<file path="src/hdl/itp_pkg.sv">
// Types, character constants and decode functions of the infix to postfix converter.
package itp_pkg;

  localparam int unsigned STACK_DEPTH_DEF = 16;

  localparam logic [7:0] CH_SPACE  = 8'h20;
  localparam logic [7:0] CH_LPAREN = 8'h28;
  localparam logic [7:0] CH_RPAREN = 8'h29;
  localparam logic [7:0] CH_POW    = 8'h5E;
  localparam logic [7:0] CH_MUL    = 8'h2A;
  localparam logic [7:0] CH_DIV    = 8'h2F;
  localparam logic [7:0] CH_ADD    = 8'h2B;
  localparam logic [7:0] CH_SUB    = 8'h2D;
  localparam logic [7:0] CH_DOT    = 8'h2E;

  localparam logic [1:0] PREC_POW = 2'd3;
  localparam logic [1:0] PREC_MUL = 2'd2;
  localparam logic [1:0] PREC_ADD = 2'd1;

  typedef enum logic [2:0] {
    OP_LPAREN = 3'd0,
    OP_POW    = 3'd1,
    OP_MUL    = 3'd2,
    OP_DIV    = 3'd3,
    OP_ADD    = 3'd4,
    OP_SUB    = 3'd5
  } op_code_t;

  typedef enum logic [2:0] {
    KIND_NONE,
    KIND_ECHO,
    KIND_LPAREN,
    KIND_RPAREN,
    KIND_OPER,
    KIND_FLUSH
  } sym_kind_t;

  typedef enum logic [1:0] {
    ST_IDLE,
    ST_LEAD,
    ST_POP_OP,
    ST_POP_SP
  } conv_state_t;

  typedef struct packed {
    logic [7:0] symbol;
    logic       end_of_expression;
  } in_beat_t;

  typedef struct packed {
    logic [7:0] out_char;
    logic       last_of_run;
    logic       stack_overflow;
  } out_beat_t;

  typedef struct packed {
    logic     push;
    logic     pop;
    op_code_t code;
  } stk_cmd_t;

  function automatic sym_kind_t kind_of(input logic [7:0] sym, input logic eoe);
    sym_kind_t k;
    k = KIND_NONE;
    if (eoe) begin
      k = KIND_FLUSH;
    end else if ((sym >= 8'h61 && sym <= 8'h7A) || (sym >= 8'h41 && sym <= 8'h5A) ||
                 (sym >= 8'h30 && sym <= 8'h39) || sym == CH_DOT) begin
      k = KIND_ECHO;
    end else if (sym == CH_LPAREN) begin
      k = KIND_LPAREN;
    end else if (sym == CH_RPAREN) begin
      k = KIND_RPAREN;
    end else if (sym == CH_POW || sym == CH_MUL || sym == CH_DIV ||
                 sym == CH_ADD || sym == CH_SUB) begin
      k = KIND_OPER;
    end
    return k;
  endfunction

  function automatic op_code_t code_of(input logic [7:0] sym);
    op_code_t c;
    case (sym)
      CH_POW:  c = OP_POW;
      CH_MUL:  c = OP_MUL;
      CH_DIV:  c = OP_DIV;
      CH_ADD:  c = OP_ADD;
      CH_SUB:  c = OP_SUB;
      default: c = OP_LPAREN;
    endcase
    return c;
  endfunction

  function automatic logic [7:0] char_of(input op_code_t c);
    logic [7:0] ch;
    case (c)
      OP_POW:  ch = CH_POW;
      OP_MUL:  ch = CH_MUL;
      OP_DIV:  ch = CH_DIV;
      OP_ADD:  ch = CH_ADD;
      OP_SUB:  ch = CH_SUB;
      default: ch = CH_LPAREN;
    endcase
    return ch;
  endfunction

  function automatic logic [1:0] prec_of(input op_code_t c);
    logic [1:0] p;
    case (c)
      OP_POW:          p = PREC_POW;
      OP_MUL, OP_DIV:  p = PREC_MUL;
      OP_ADD, OP_SUB:  p = PREC_ADD;
      default:         p = 2'd0;
    endcase
    return p;
  endfunction

endpackage

</file>
<file path="src/hdl/itp_stack.sv">
// Operator stack: storage array, fill count and registered top-of-stack read.
module itp_stack #(
  parameter int unsigned DEPTH = itp_pkg::STACK_DEPTH_DEF,
  localparam int unsigned CW = $clog2(DEPTH + 1)
) (
  input  logic               clk,
  input  logic               rst,
  input  itp_pkg::stk_cmd_t  cmd,
  output logic [CW-1:0]      count,
  output itp_pkg::op_code_t  top
);
  import itp_pkg::*;

  localparam int unsigned AW = $clog2(DEPTH);

  op_code_t        mem [DEPTH];
  logic [CW-1:0]   count_next;
  logic [AW-1:0]   rd_addr;

  always_comb begin
    count_next = count;
    if (cmd.push) begin
      count_next = count + CW'(1);
    end else if (cmd.pop) begin
      count_next = count - CW'(1);
    end
  end

  // track the entry that will be on top after this cycle's operation
  assign rd_addr = (count_next == '0) ? '0 : AW'(count_next - CW'(1));

  always_ff @(posedge clk) begin
    if (rst) begin
      count <= '0;
    end else begin
      count <= count_next;
    end
  end

  always_ff @(posedge clk) begin
    if (cmd.push) begin
      mem[AW'(count)] <= cmd.code;
    end
    top <= cmd.push ? cmd.code : mem[rd_addr];
  end

endmodule

</file>
<file path="src/hdl/infix_to_postfix_converter_core.sv">
// Top level of the infix to postfix converter: sequencer, output register, stack.
//
// Usage:
//   in channel  (in_valid/in_ready/in_data): one infix character per beat, or an
//               end-of-expression beat that flushes the operator stack.
//   out channel (out_valid/out_ready/out_data): one postfix character per beat;
//               last_of_run marks the final beat caused by an input beat, and
//               stack_overflow marks an input whose push found the stack full.
// Sequencing:
//   in_ready is high only while the sequencer is idle. An accepted character
//   is decoded into the payload registers, then its leading beat is placed in
//   the output register; each operator popped adds two more beats (operator,
//   then space). Spaces and unknown characters are taken with no output and
//   leave the sequencer idle. The pop loop runs through the stack's registered
//   read port.
// Stall:
//   a full output register that is not taken holds the sequencer in place;
//   no beat is lost or repeated.
// Reset:
//   rst (synchronous, active high) empties the stack, drops any pending beat
//   and returns the sequencer to idle. Stack entries are not cleared.
module infix_to_postfix_converter_core #(
  parameter int unsigned STACK_DEPTH = itp_pkg::STACK_DEPTH_DEF
) (
  input  logic               clk,
  input  logic               rst,
  input  logic               in_valid,
  output logic               in_ready,
  input  itp_pkg::in_beat_t  in_data,
  output logic               out_valid,
  input  logic               out_ready,
  output itp_pkg::out_beat_t out_data
);
  import itp_pkg::*;

  localparam int unsigned CW = $clog2(STACK_DEPTH + 1);

  conv_state_t   state;
  conv_state_t   state_next;
  sym_kind_t     kind;
  logic [7:0]    sym;
  op_code_t      op;

  stk_cmd_t      stk_cmd;
  logic [CW-1:0] count;
  op_code_t      top;

  logic          in_fire;
  sym_kind_t     in_kind;
  logic          can_load;
  logic          load;
  out_beat_t     beat;
  logic          pop_more;
  logic          full;

  assign in_fire  = in_valid & in_ready;
  assign in_kind  = kind_of(in_data.symbol, in_data.end_of_expression);
  assign can_load = ~out_valid | out_ready;
  assign full     = (count >= CW'(STACK_DEPTH));

  // Shared compare unit: decides whether the current top of stack is popped
  // for the item in flight. Used for the first pop and after every pop.
  always_comb begin
    pop_more = 1'b0;
    if (count != '0) begin
      case (kind)
        KIND_FLUSH:  pop_more = 1'b1;
        KIND_RPAREN: pop_more = (top != OP_LPAREN);
        KIND_OPER:   pop_more = (top != OP_LPAREN) && (prec_of(top) >= prec_of(op));
        default:     pop_more = 1'b0;
      endcase
    end
  end

  itp_stack #(
    .DEPTH (STACK_DEPTH)
  ) u_stack (
    .clk   (clk),
    .rst   (rst),
    .cmd   (stk_cmd),
    .count (count),
    .top   (top)
  );

  // Next state.
  always_comb begin
    state_next = state;
    case (state)
      ST_IDLE: begin
        if (in_fire && in_kind != KIND_NONE) begin
          state_next = ST_LEAD;
        end
      end
      ST_LEAD: begin
        if (can_load) begin
          state_next = pop_more ? ST_POP_OP : ST_IDLE;
        end
      end
      ST_POP_OP: begin
        if (can_load) begin
          state_next = ST_POP_SP;
        end
      end
      ST_POP_SP: begin
        if (can_load) begin
          state_next = pop_more ? ST_POP_OP : ST_IDLE;
        end
      end
      default: state_next = ST_IDLE;
    endcase
  end

  // Outputs: handshake, output beat and stack commands.
  always_comb begin
    in_ready            = 1'b0;
    load                = 1'b0;
    beat.out_char       = CH_SPACE;
    beat.last_of_run    = 1'b0;
    beat.stack_overflow = 1'b0;
    stk_cmd.push        = 1'b0;
    stk_cmd.pop         = 1'b0;
    stk_cmd.code        = op;
    case (state)
      ST_IDLE: begin
        in_ready = 1'b1;
      end
      ST_LEAD: begin
        if (can_load) begin
          load             = 1'b1;
          beat.out_char    = (kind == KIND_ECHO) ? sym : CH_SPACE;
          beat.last_of_run = ~pop_more;
          case (kind)
            KIND_LPAREN: begin
              beat.stack_overflow = full;
              stk_cmd.push        = ~full;
              stk_cmd.code        = OP_LPAREN;
            end
            KIND_RPAREN: begin
              // nothing to pop above the '(': discard it straight away
              stk_cmd.pop = ~pop_more && (count != '0);
            end
            KIND_OPER: begin
              if (!pop_more) begin
                beat.stack_overflow = full;
                stk_cmd.push        = ~full;
              end
            end
            default: begin
            end
          endcase
        end
      end
      ST_POP_OP: begin
        if (can_load) begin
          load          = 1'b1;
          beat.out_char = char_of(top);
          stk_cmd.pop   = 1'b1;
        end
      end
      ST_POP_SP: begin
        if (can_load) begin
          load             = 1'b1;
          beat.last_of_run = ~pop_more;
          if (!pop_more) begin
            // finish the run: drop the matching '(' or push the new operator
            stk_cmd.pop  = (kind == KIND_RPAREN) && (count != '0);
            stk_cmd.push = (kind == KIND_OPER);
          end
        end
      end
      default: begin
      end
    endcase
  end

  always_ff @(posedge clk) begin
    if (rst) begin
      state     <= ST_IDLE;
      out_valid <= 1'b0;
    end else begin
      state <= state_next;
      if (load) begin
        out_valid <= 1'b1;
      end else if (out_ready) begin
        out_valid <= 1'b0;
      end
    end
  end

  // Payload registers: hold the item in flight and the pending beat.
  always_ff @(posedge clk) begin
    if (in_fire) begin
      kind <= in_kind;
      sym  <= in_data.symbol;
      op   <= code_of(in_data.symbol);
    end
    if (load) begin
      out_data <= beat;
    end
  end

endmodule

</file>
<file path="config.mk">
export PLATFORM = sky130hd
export DESIGN_NAME = infix_to_postfix_converter_core
export DESIGN_NICKNAME = d
export VERILOG_FILES = /design/src/hdl/itp_pkg.sv /design/src/hdl/itp_stack.sv /design/src/hdl/infix_to_postfix_converter_core.sv
export SDC_FILE = /design/constraint.sdc
export NUM_CORES = 1
export LEC_CHECK = 0
export CAP_MARGIN = 30
export CORE_UTILIZATION = 56
export DETAILED_ROUTE_END_ITERATION = 10
export DONT_BUFFER_PORTS = 1
export PLACE_DENSITY = 0.73
export SYNTH_ARGS = -nofsm -noshare
export SYNTH_HDL_FRONTEND = slang
export SYNTH_SLANG_ARGS = --single-unit
</file>
<file path="constraint.sdc">
create_clock -name clk -period 6.6 [get_ports clk]
set_input_delay 1.65 -clock clk [delete_from_list [all_inputs] [get_ports clk]]
set_output_delay 1.65 -clock clk [all_outputs]
set_load 0.03 [all_outputs]
</file>
=== After elaboration in Yosys (flattened, before gate mapping) ===
Memory sizes are Yosys's and may differ from the RTL's.
Index checks and enable logic that the tools add are counted.

* Memory bits (read-only): 0
* Input port bits: 13
* Latch bits: 0
* Memory bits (writable): 48
* Bits in registers: 35
* Word-level logic and storage cells: 133
* Output and inout bits: 12
* Memories kept: 1

{| class="wikitable"
|+ Memory list
! memory !! words !! width !! read ports !! clocked after Yosys merged registers in !! write ports !! line !! RTL
|-
| u_stack.mem || 16 || 3 || 1 || 0 || 1 || itp_stack.sv:16 || <nowiki>op_code_t mem [DEPTH];</nowiki>
|}

* Multiply operators: 0
* Muxes and demuxes: 49
* Bitwise operators: 5
* Reductions and logical operators: 28
* Divide/modulo/power cells: 0
* $add $sub $neg: 3
* Shifts and indexed selects: 0
* $lt $le $gt $ge: 8
* Equal/unequal tests: 29

{| class="wikitable"
|+ Operators with widths
! operator !! number
|-
| $eq 8x6->1 const B || 7
|-
| $pmux 7 s5 || 1
|-
| $mux 3 || 8
|-
| $mux 2 || 10
|-
| $eq 3x2->1 const B || 6
|-
| $eq 3x3->1 const B || 6
|-
| $pmux 2 s3 || 3
|-
| $ge 8x7->1 const B || 2
|-
| $le 8x7->1 const B || 2
|-
| $mux 8 || 2
|-
| $pmux 8 s2 || 1
|-
| $mux 5 || 3
|-
| $pmux 3 s5 || 1
|-
| $mux 1 || 12
|-
| $mux 10 || 1
|-
| $reduce_or 2->1 || 5
|-
| $eq 3x1->1 const B || 3
|-
| $eq 8x7->1 const B || 1
|-
| $ge 8x6->1 const B || 1
|-
| $le 8x6->1 const B || 1
|-
| $pmux 1 s2 || 4
|-
| $logic_and 1x1->1 || 7
|-
| $logic_or 1x1->1 || 7
|-
| $pmux 1 s3 || 2
|-
| 21 further kinds || 26
|}

=== Longest topological paths before layout ===
Gate-level depths: netlist of run 1.
An unclocked memory read counts as a cell.

* Depth after elaboration: 20
* Depth in mapped cells: 19
* Gate-level depth less buffers: 16

=== Modules after synthesis ===
Synthesis of run 1 repeated with hierarchy kept, for this count alone.

* Cells, all modules: 412
* Area, all modules: 4609.4 µm²

{| class="wikitable"
|+ Modules (own cells, without submodules)
! module !! instances !! area an instance (µm²) !! cells each
|-
| itp_stack || 1 || 3054.2 || 267
|-
| infix_to_postfix_converter_core || 1 || 1555.2 || 145
|}

=== Worst setup path after synthesis of run 1 ===
No wires, ideal clock.

* Path kind: input to register
* Start: input out_ready
* End: register u_stack.top[1]
* Stages on the path: 14
* Path buffers: 3
* Arrival time: 4.752 ns
* Path slack: 1.726 ns
* Data required time: 6.478 ns
* Cell sequence: nor2b_1 -> nor2_1 -> nand2_2 -> nor3b_4 -> xnor2_4 -> inv_2 -> buf_2 -> ha_1 -> clkbuf_1 -> clkbuf_1 -> a21oi_1 -> a2111oi_0 -> nor4_1 -> a221o_1

* Longest elaborated chain between the ends: 9

{| class="wikitable"
|+ RTL lines
! what !! line !! RTL
|-
| start, declared || infix_to_postfix_converter_core.sv:31 || <nowiki>input logic out_ready,</nowiki>
|-
| $or 1x1->1 * || infix_to_postfix_converter_core.sv:58 || <nowiki>assign can_load = ~out_valid | out_ready;</nowiki>
|-
| $mux 2, or another cell as far along || infix_to_postfix_converter_core.sv:161 || <nowiki>if (can_load) begin</nowiki>
|-
| $pmux 1 s3 || infix_to_postfix_converter_core.sv:123 || <nowiki>case (state)</nowiki>
|-
| $mux 5 || itp_stack.sv:24 || <nowiki>end else if (cmd.pop) begin</nowiki>
|-
| $mux 5 || itp_stack.sv:22 || <nowiki>if (cmd.push) begin</nowiki>
|-
| $sub 4x1->4 / $logic_not 5->1 (equally long branches) || itp_stack.sv:30 || <nowiki>assign rd_addr = (count_next == '0) ? '0 : AW'(count_next - CW'(1));</nowiki>
|-
| $mux 4 || itp_stack.sv:30 ||
|-
| $mem_v2 16x3 || - ||
|-
| $mux 3 * || itp_stack.sv:44 || <nowiki>top <= cmd.push ? cmd.code : mem[rd_addr];</nowiki>
|-
| end signal, assigned || itp_stack.sv:44 ||
|-
| end, declared || itp_stack.sv:10 || <nowiki>output itp_pkg::op_code_t top</nowiki>
|}

Every way passes the cells marked *; elsewhere a longest branch is shown, timed or not.
A chain may end at the register's enable or synchronous reset.

=== Final worst setup path of run 1 ===
* Start: input out_ready
* End: register u_stack.top[0]

Same word-level chain as after synthesis.

==> impl_metrics.yaml, run 1 <==
pwr:
  peakVddDrop_mv: 0.1093
  powerDensity_mw_per_mm2: 240.4
  p_leak_nw: 1.589
  finalPower_w: 0.001123
clocking:
  cts_resized: 0
  cts_buffers: 9
  clock_tree.buffer_depth: 2
  post_cts_buffers: 0
  clk_pin_slew_ns: 0.09
  root_buffer: "clkbuf_8"
  cts_tree: "yes"
  clock_latency_ns: 0.35
  htreeDepth: 3
  cts_sinks: 83
  ctsHoldBuffers: 0
floorplanning:
  floorplan.initialDensity_pct: 58.14
  num_io_pins: 25
  num_rows: 32
  die_x_um: 91.57
  coreArea_mm2: 0.007727
  die_area_mm2: 0.008385
  die_y_um: 91.57
critical_path:
  start_kind: "input port"
  path_class: "in -> reg"
  cp_max_fo: 21
  rrSetupSlack_ns: 1.51
  slowest_stage: "ha_1"
  crit_chain: "nand2b_1, o211a_4, o211a_1, nor3b_4, xnor2_4, inv_2, ha_1, a32o_1, a41oi_1, o311ai_0, and3_1, a311o_1"
  required_ns: 6.83
  cp_slowest_stage_delay_ns: 0.61
  endpoint_kind: "flip-flop"
  crit_arrival_ns: 5.59
grt:
  grt_pass1_wl_um: 15820
  overflow: 0
  antenna_found_initial: 0
  first_global_vias: 2920
  grt_use_total_pct: 25.27
  grt_max_degree: 30
layout:
  num-nets-final: 407
  n_antenna_cell: 0
  fin_util_pct: 60.44
  stdcell_count: 489
  fillers: 641
  layout-drive-gt1-share_pct: 9.819
  area.growth.synth_to_final_pct: 3.954
synth:
  synth_top_area_share_pct: 48.12
  synthArstFlopShare_pct: 0
  yosys.cell_count.top_type: "edfxtp_1"
  synth_seq_area_share_pct: 53.02
  synth_top_area_cell: "edfxtp_1"
  syn_nets: 416
  ys_ff_latch: 83
  synth_area_leaders: "edfxtp_1, dfxtp_1, ha_1"
  netlist_area_mm2: 0.004493
  syn_avg_cell_area_um2: 11.49
  yosys_most_used_dff: "edfxtp_1"
  synthDistinctLibCells: 75
  synth_enable_flop_cells: 72
  synth_common_cells: "edfxtp_1, nor2_1, nand2_1"
  yosysWarnings: 0
  netlist_instances: 391
hold_path:
  holdCritPathClass: "reg -> reg"
placement:
  hpwl_um: 7073
  routabilityCongestion: 0.8671
  placed_cells: 473
  io_buffers: 0
timing:
  finClkSkew_ns: 0.01253
  finalSetupViolCount: 0
  drv_slew: 0
  period_share_pct: 81.11
  rsz0062_at_grt: "no"
  post-route-min-period_ns: 5.353
  fin_tns_setup_ns: 0
  slew_headroom_pct: 42.39
  hold_viol_final: 0
  fmax_mhz: 186.8
  tightest_slew_ns: 0.8609
status:
  status: "finished clean"
routing:
  first_pass_iters: 5
  drtIter0Drc: 263
  vias: 3179
  drc_errors: 0
  vias_per_cell: 6.501
  detail-route-antenna-nets: 0
  wl_um: 9967
  wl_per_cell_um: 20.38
flow_run:
  drv_cap: 0
-- final cells by class --
class                           instances  area, um2  share of cell area [%]
Clock buffer                            9      123.9                   2.652
Clock inverter                          7      48.80                   1.045
Inverter                               12      45.04                  0.9644
Multi-Input combinational cell        275       1936                   41.44
Sequential cell                        83       2382                   51.00
Tap cell                              102      127.6                   2.732
Timing Repair Buffer                    1      7.507                  0.1607
-- state kept, by name, summed over array words and instances, names as in the netlist, named ones only --
register,cells
kind,3
op,3
out_data,10
out_valid,1
state,1
sym,8
u_stack.count,5
u_stack.mem,48
u_stack.top,3
-- report_power, final --
part	internal (W)	switching, W	total, W	leakage (nW)
sequential	0.000602	0.0000395	0.000642	0.755
combinational	0.0000537	0.0000995	0.000153	0.743
clock	0.000139	0.000189	0.000328	0.0902
total	0.000794	0.000328	0.00112	1.59
-- stage by stage --
stage	hold slack, ns	cell area [um2]	worst slack (ns)
floorplan	0.4967	4493	1.726
global placement	0.5213	4498	1.052
detailed placement	0.5359	4498	0.9192
CTS	0.5706	4671	1.293
global route	0.6009	4671	0.8889
finish	0.5650	4671	1.247
-- logic make-up after synthesis --
group | synth area share, %
buffers and inverters | 3.898
adders and majority gates | 3.342
and+or+nand+nor | 21.11
muxes | 2.952
xor gates and xnor gates | 1.003
AOI/OAI and AO/OA | 14.68
DFF | 53.02
-- path summary, 6_finish.rpt --
check / from / endpoint / depth (start not counted)
setup / recovery: out_ready / u_stack.top[0]$_DFF_P_ / 12
hold / removal: sym[7]$_DFFE_PP_ / out_data[9]$_DFFE_PP_ / 1
setup reg to reg: op[2]$_DFFE_PP_ / u_stack.top[0]$_DFF_P_ / 15
hold reg to reg: sym[7]$_DFFE_PP_ / out_data[9]$_DFFE_PP_ / 1
-- metal layers --
| layer | wire (um) | part of all wire [%] | vias to the layer above | GRT usage, % |
|---|---|---|---|---|
| met5 | 0 | 0 | - | 0 |
| met4 | 143 | 1.4 | 0 | 8.201 |
| met3 | 601 | 6.0 | 16 | 6.030 |
| met2 | 4385 | 44 | 113 | 35.53 |
| met1 | 4836 | 49 | 1550 | 38.21 |
| li1 | - | - | 1500 | - |
-- worst max-delay path, delay by kind of cell --
kind / cells / cell delay (ns)
AO/OA/AOI/OAI: 6 / 1.79
XOR/XNOR: 1 / 0.58
adder cells (fa/ha/maj): 1 / 0.61
buffers and inverters: 1 / 0.30
AND/OR/NAND/NOR: 3 / 0.63
-- cells in the final DEF, fill, tap and decap left out, drive strengths merged, types with 11 or more instances in the layout --
cell type	count
dfxtp	11
edfxtp	72
inv	15
mux2i	11
nand2	25
nand3	16
a21oi	14
and2	14
ha	12
and3	16
nor2	28
No activity file was read; power rests on OpenSTA's default activity.
==> run 2, diff against run 1 <==
==> constraint.sdc (replaced) <==
create_clock -name clk -period 5.5 [get_ports clk]
set_input_delay 1.375 -clock clk [delete_from_list [all_inputs] [get_ports clk]]
set_output_delay 1.375 -clock clk [all_outputs]
set_load 0.03 [all_outputs]
==> run 2 against run 1 <==
  * Clock skew shrank 0.0071 ns
  * Register-to-register slack lost 0.72 ns
  * Routed wire length shrank 3.0%
  * Setup slack lost 0.46 ns
  * Die area is the same
  * Combinational power grew 22%
  * Count of clock-buffer cells in the layout is the same
  * Sequential power grew 20%
  * Sequential cell count is the same
  * Critical endpoint is now u_stack.top[2]$_DFF_P_
  * Largest power group unchanged
==> impl_metrics.yaml, run 2 (same netlist as run 1, synthesis figures left out) <==
routing:
  vias_per_cell: 6.506
  detail-route-antenna-nets: 0
  wl_per_cell_um: 19.73
  first_pass_iters: 6
  drtIter0Drc: 306
  vias: 3188
  wl_um: 9668
  drc_errors: 0
placement:
  placed_cell_area_mm2: 0.004513
  hpwl_um: 6870
  routabilityCongestion: 0.9463
  io_buffers: 0
  placed_cells: 475
clocking:
  clock_tree.buffer_depth: 2
  clock_latency_ns: 0.35
  cts_buffers: 9
  htreeDepth: 3
  clk_pin_slew_ns: 0.08
  post_cts_buffers: 0
  ctsHoldBuffers: 0
  root_buffer: "clkbuf_8"
  cts_resized: 0
  cts_tree: "yes"
  cts_sinks: 83
timing:
  fin_tns_setup_ns: 0
  fin_hold_ws_ns: 0.5430
  post-route-min-period_ns: 4.717
  tightest_slew_ns: 0.8521
  hold_viol_final: 0
  drv_slew: 0
  fmax_mhz: 212.0
  finalSetupViolCount: 0
  period_share_pct: 85.76
  slew_headroom_pct: 42.98
  rsz0062_at_grt: "no"
  finClkSkew_ns: 0.005405
grt:
  antenna_found_initial: 0
  first_global_vias: 2797
  overflow: 0
  grt_max_degree: 30
  grt_pass1_wl_um: 15440
  grt_use_total_pct: 24.52
hold_path:
  holdCritPathClass: "reg -> reg"
floorplanning:
  die_y_um: 91.57
  num_io_pins: 25
  die_area_mm2: 0.008385
  num_rows: 32
  coreArea_mm2: 0.007727
  floorplan.initialDensity_pct: 58.14
  die_x_um: 91.57
status:
  status: "finished clean"
layout:
  final_common_cell: "edfxtp_1"
  multi_input_area_mm2: 0.001936
  num-nets-final: 409
  largest_register_ffs: 48
  layout-drive-gt1-share_pct: 9.794
  n_antenna_cell: 0
  stdcell_count: 490
  final_cell_area_mm2: 0.004718
  area.growth.synth_to_final_pct: 5.013
  largest_registers: "u_stack.mem: 48 flops, out_data: 10 flops, sym: 8 flops"
  regMostFlops: "u_stack.mem"
  fillers: 606
  mostFrequentLayoutCells: "edfxtp_1, nor2_1, nand2_1"
  regArea_mm2: 0.002382
critical_path:
  crit_arrival_ns: 4.96
  start_kind: "input port"
  cp_max_fo: 20
  endpoint_kind: "flip-flop"
  path_class: "in -> reg"
  required_ns: 5.74
flow_run:
  drv_cap: 0
pwr:
  powerDensity_mw_per_mm2: 299.6
  peakVddDrop_mv: 0.1510
  p_leak_nw: 1.611
## run 2: routing by layer
metal | wire length, um | vias to the layer above | GRT usage (%)
li1 | - | 1505 | -
met1 | 4475 | 1537 | 37.28
met2 | 4318 | 131 | 34.59
met3 | 696 | 15 | 4.858
met4 | 177 | 0 | 8.862
met5 | 0 | - | 0
## run 2: report_power, final
part	internal, W	total, W	leakage [nW]	switching, W
Clock	0.000250	0.000457	0.103	0.000207
Combinational	0.0000662	0.000186	0.753	0.000119
Sequential	0.000723	0.000771	0.755	0.0000484
Total	0.00104	0.00141	1.61	0.000375
## run 2: critical path: stages
cell,delay [ns]
nand2b_1,0.24
o211a_4,0.24
o211a_1,0.35
or2_0,0.42
a221oi_2,0.43
ha_1,0.65
nand2_2,0.22
o21ai_2,0.36
o311ai_1,0.16
and3_1,0.21
a311o_1,0.31
## run 2: path summary, 6_finish.rpt
check | startpoint | end | slack [ns] | cells after the start
worst max-delay path | out_ready | u_stack.top[2]$_DFF_P_ | 0.78 | 11
worst min-delay path | sym[7]$_DFFE_PP_ | out_data[9]$_DFFE_PP_ | 0.54 | 1
worst max register to register | op[2]$_DFFE_PP_ | u_stack.top[2]$_DFF_P_ | 0.79 | 14
worst min register to register | sym[7]$_DFFE_PP_ | out_data[9]$_DFFE_PP_ | 0.54 | 1
## run 2: layout make-up
class,instances,area share [%]
inverters,12,0.9547
clock buffers,9,2.625
well taps,102,2.705
multi-input cells,275,41.02
repair buffers,3,0.4773
clock inverters,6,1.724
flip-flops and latches,83,50.49
## run 2: through the flow
stage | util, % | setup slack [ns] | total power, W
2_1_floorplan | - | 0.9014 | 0.0009264
3_3_place_gp | 58.40 | 0.5922 | 0.0009643
5_1_grt | 61.06 | 0.4766 | 0.001469
4_1_cts | 61.06 | 0.8512 | 0.001419
6_report | 61.06 | 0.7832 | 0.001414
3_5_place_dp | 58.40 | 0.4680 | 0.0009681
==> run 3, diff against run 2 <==
--- a/config.mk
+++ b/config.mk
@@ -5,11 +5,13 @@
 export SDC_FILE = /design/constraint.sdc
 export NUM_CORES = 1
 export LEC_CHECK = 0
+export ABC_AREA = 1
 export CAP_MARGIN = 30
-export CORE_UTILIZATION = 56
+export CORE_UTILIZATION = 35
 export DETAILED_ROUTE_END_ITERATION = 10
 export DONT_BUFFER_PORTS = 1
-export PLACE_DENSITY = 0.73
+export MAX_ROUTING_LAYER = met4
+export PLACE_DENSITY = 0.51
 export SYNTH_ARGS = -nofsm -noshare
 export SYNTH_HDL_FRONTEND = slang
 export SYNTH_SLANG_ARGS = --single-unit
==> run 3 against run 2 <==
  * Count of clock-buffer cells in the layout stayed put
  * Critical path depth is 10 higher
  * Via count is 0.35% lower
  * Final area is 5.2% higher
  * Sequential power is 23% higher
  * Synthesized cell count is 25% higher
  * Routed wire length is 1.4% higher
  * Sequential cell count stayed put
  * Synthesized area is 0.56% higher
  * Clock skew is 0.0048 ns higher
  * Sequential share of layout area is 2.5 points lower
  * Largest cell class unchanged
  * Highest routed layer unchanged
==> impl_metrics.yaml, run 3 <==
status:
  status: "finished clean"
routing:
  vias_per_cell: 4.728
  drc_errors: 0
  drtIter0Drc: 198
  wl_um: 9808
  wl_per_cell_um: 14.60
  detail-route-antenna-nets: 0
  first_pass_iters: 4
  vias: 3177
floorplanning:
  die_y_um: 115.6
  floorplan.initialDensity_pct: 35.80
  coreArea_mm2: 0.01262
  num_rows: 41
  die_area_mm2: 0.01337
  num_io_pins: 25
  die_x_um: 115.6
pwr:
  p_switching_w: 0.001273
  peakVddDrop_mv: 0.2103
  switching_share_pct: 44.54
  p_leak_nw: 2.074
  powerDensity_mw_per_mm2: 575.6
  seq_power_share_pct: 33.1
  intPower_w: 0.001585
  combPwrFrac_pct: 44.7
  clockPowerShare_pct: 22.2
layout:
  n_antenna_cell: 0
  mostFrequentLayoutCells: "inv_1, nand2_1, edfxtp_1"
  layout-drive-gt1-share_pct: 13.20
  largest_register_ffs: 48
  regMostFlops: "u_stack.mem"
  final_common_cell: "inv_1"
  area.growth.synth_to_final_pct: 9.886
  num-nets-final: 520
  largest_registers: "u_stack.mem: 48 flops, out_data: 10 flops, sym: 8 flops"
critical_path:
  cp_max_fo: 34
  start_kind: "input port"
  required_ns: 5.75
  endpoint_kind: "flip-flop"
  rrSetupSlack_ns: 1.76
  path_class: "in -> reg"
  crit_arrival_ns: 4.17
placement:
  hpwl_um: 7209
  routabilityCongestion: 0.8432
  io_buffers: 0
  pre_cts_ws_ns: 1.213
clocking:
  cts_tree: "yes"
  clock_tree.buffer_depth: 2
  post_cts_buffers: 0
  cts_resized: 0
  cts_sinks: 83
  clock_latency_ns: 0.35
  ctsHoldBuffers: 0
  root_buffer: "clkbuf_16"
  cts_buffers: 9
  htreeDepth: 3
  clk_pin_slew_ns: 0.07
flow_run:
  drv_cap: 0
timing:
  finalSetupViolCount: 0
  finalWorstSetupSlack_ns: 1.585
  hold_viol_final: 0
  slew_headroom_pct: 42.82
  fin_tns_setup_ns: 0
  drv_slew: 0
  rsz0062_at_grt: "no"
  finClkSkew_ns: 0.01024
  post-route-min-period_ns: 3.915
  fmax_mhz: 255.4
  period_share_pct: 71.18
  tightest_slew_ns: 0.8545
synth:
  netlist_area_mm2: 0.004518
  synth_enable_flop_cells: 72
  synth_common_cells: "inv_1, nand2_1, edfxtp_1"
  synth_area_leaders: "edfxtp_1, nand3_1, inv_1"
  yosys_most_used_dff: "edfxtp_1"
  ys_ff_latch: 83
  synth_top_area_cell: "edfxtp_1"
  netlist_instances: 490
  syn_nets: 515
  yosysWarnings: 0
  synthArstFlopShare_pct: 0
  synth_top_area_share_pct: 47.85
  synth_seq_area_share_pct: 52.73
  synthDistinctLibCells: 34
  syn_avg_cell_area_um2: 9.221
  yosys.cell_count.top_type: "inv_1"
grt:
  first_global_vias: 3084
  antenna_found_initial: 0
  overflow: 0
  grt_use_total_pct: 16.54
  grt_max_degree: 35
  grt_pass1_wl_um: 15880
hold_path:
  holdCritPathClass: "reg -> reg"
-- run 3: cell types whose count changed after synthesis, sizes merged, moves of 11 or more --
cell   before  now
nand2      25  104
inv        12   87
nand3      16   69
nor2       28   64
and3       16    0
and2       14    0
mux2i      11    0
-- run 3: kinds of logic after synthesis --
kind of cell,Yosys count,share of synthesized area (%)
compound gates,36,4.459
xor+xnor,7,1.772
fa+ha+maj,12,3.323
buf+inv,98,9.803
flops,83,52.73
simple gates,254,27.91
-- run 3: power by group through the flow --
stage	Sequential, W	Clock (W)	Combinational, W
2_1_floorplan	0.000932	0	0.00116
3_3_place_gp	0.000959	0	0.00125
3_5_place_dp	0.000957	0	0.00127
4_1_cts	0.000946	0.000642	0.00128
5_1_grt	0.000954	0.000670	0.00147
6_report	0.000945	0.000635	0.00128
-- run 3: layer usage --
metal	wire length (um)	track usage (%)	part of all wire [%]
met2	4335	23.55	44
met4	150	7.009	1.5
met3	292	3.190	3.0
met5	0	-	0
met1	5029	22.92	51
-- run 3: through the flow --
step	util, %	area (um2)	cells	hold WS (ns)	total power [W]
6_report	39.34	4965	672	0.5576	0.002858
5_1_grt	39.34	4965	672	0.5875	0.003093
4_1_cts	39.34	4965	672	0.5582	0.002867
3_5_place_dp	36.86	4652	656	0.5478	0.002228
3_3_place_gp	36.86	4652	656	0.5253	0.002212
2_1_floorplan	-	4518	490	0.5005	0.002089
-- run 3: final cells by class --
| type | count | area [um2] |
|---|---|---|
| clock buffer | 9 | 225.2 |
| clock inverter | 7 | 87.58 |
| fill | 1278 | 7655 |
| inverter | 88 | 331.6 |
| multi-input combinational | 309 | 1693 |
| sequential | 83 | 2382 |
| tap | 172 | 215.2 |
| timing repair buffer | 4 | 30.03 |
-- run 3: critical path: stages --
cell and delay [ns]:
or2_4 0.26, inv_2 0.11, nor2_2 0.05, clkinv_2 0.07, nor2_1 0.08, a21oi_4 0.29
nand2_2 0.13, xor2_4 0.13, buf_4 0.35, ha_1 0.22, inv_1 0.07, nor2_4 0.19
nand2_8 0.16, nand2_8 0.18, nor2_1 0.06, nand2_1 0.06, nand3_1 0.09, nand3_1 0.09
nand2_1 0.06, nand2_1 0.06, nand2_1 0.05
-- run 3: worst paths after layout --
check | from | to | depth (start not counted)
worst min register to register | flip-flop | flip-flop | 2
worst max-delay path | out_ready | u_stack.top[1]$_DFF_P_ | 21
worst max register to register | u_stack.top[1]$_DFF_P_ | u_stack.top[1]$_DFF_P_ | 26
worst min-delay path | flip-flop | flip-flop | 2
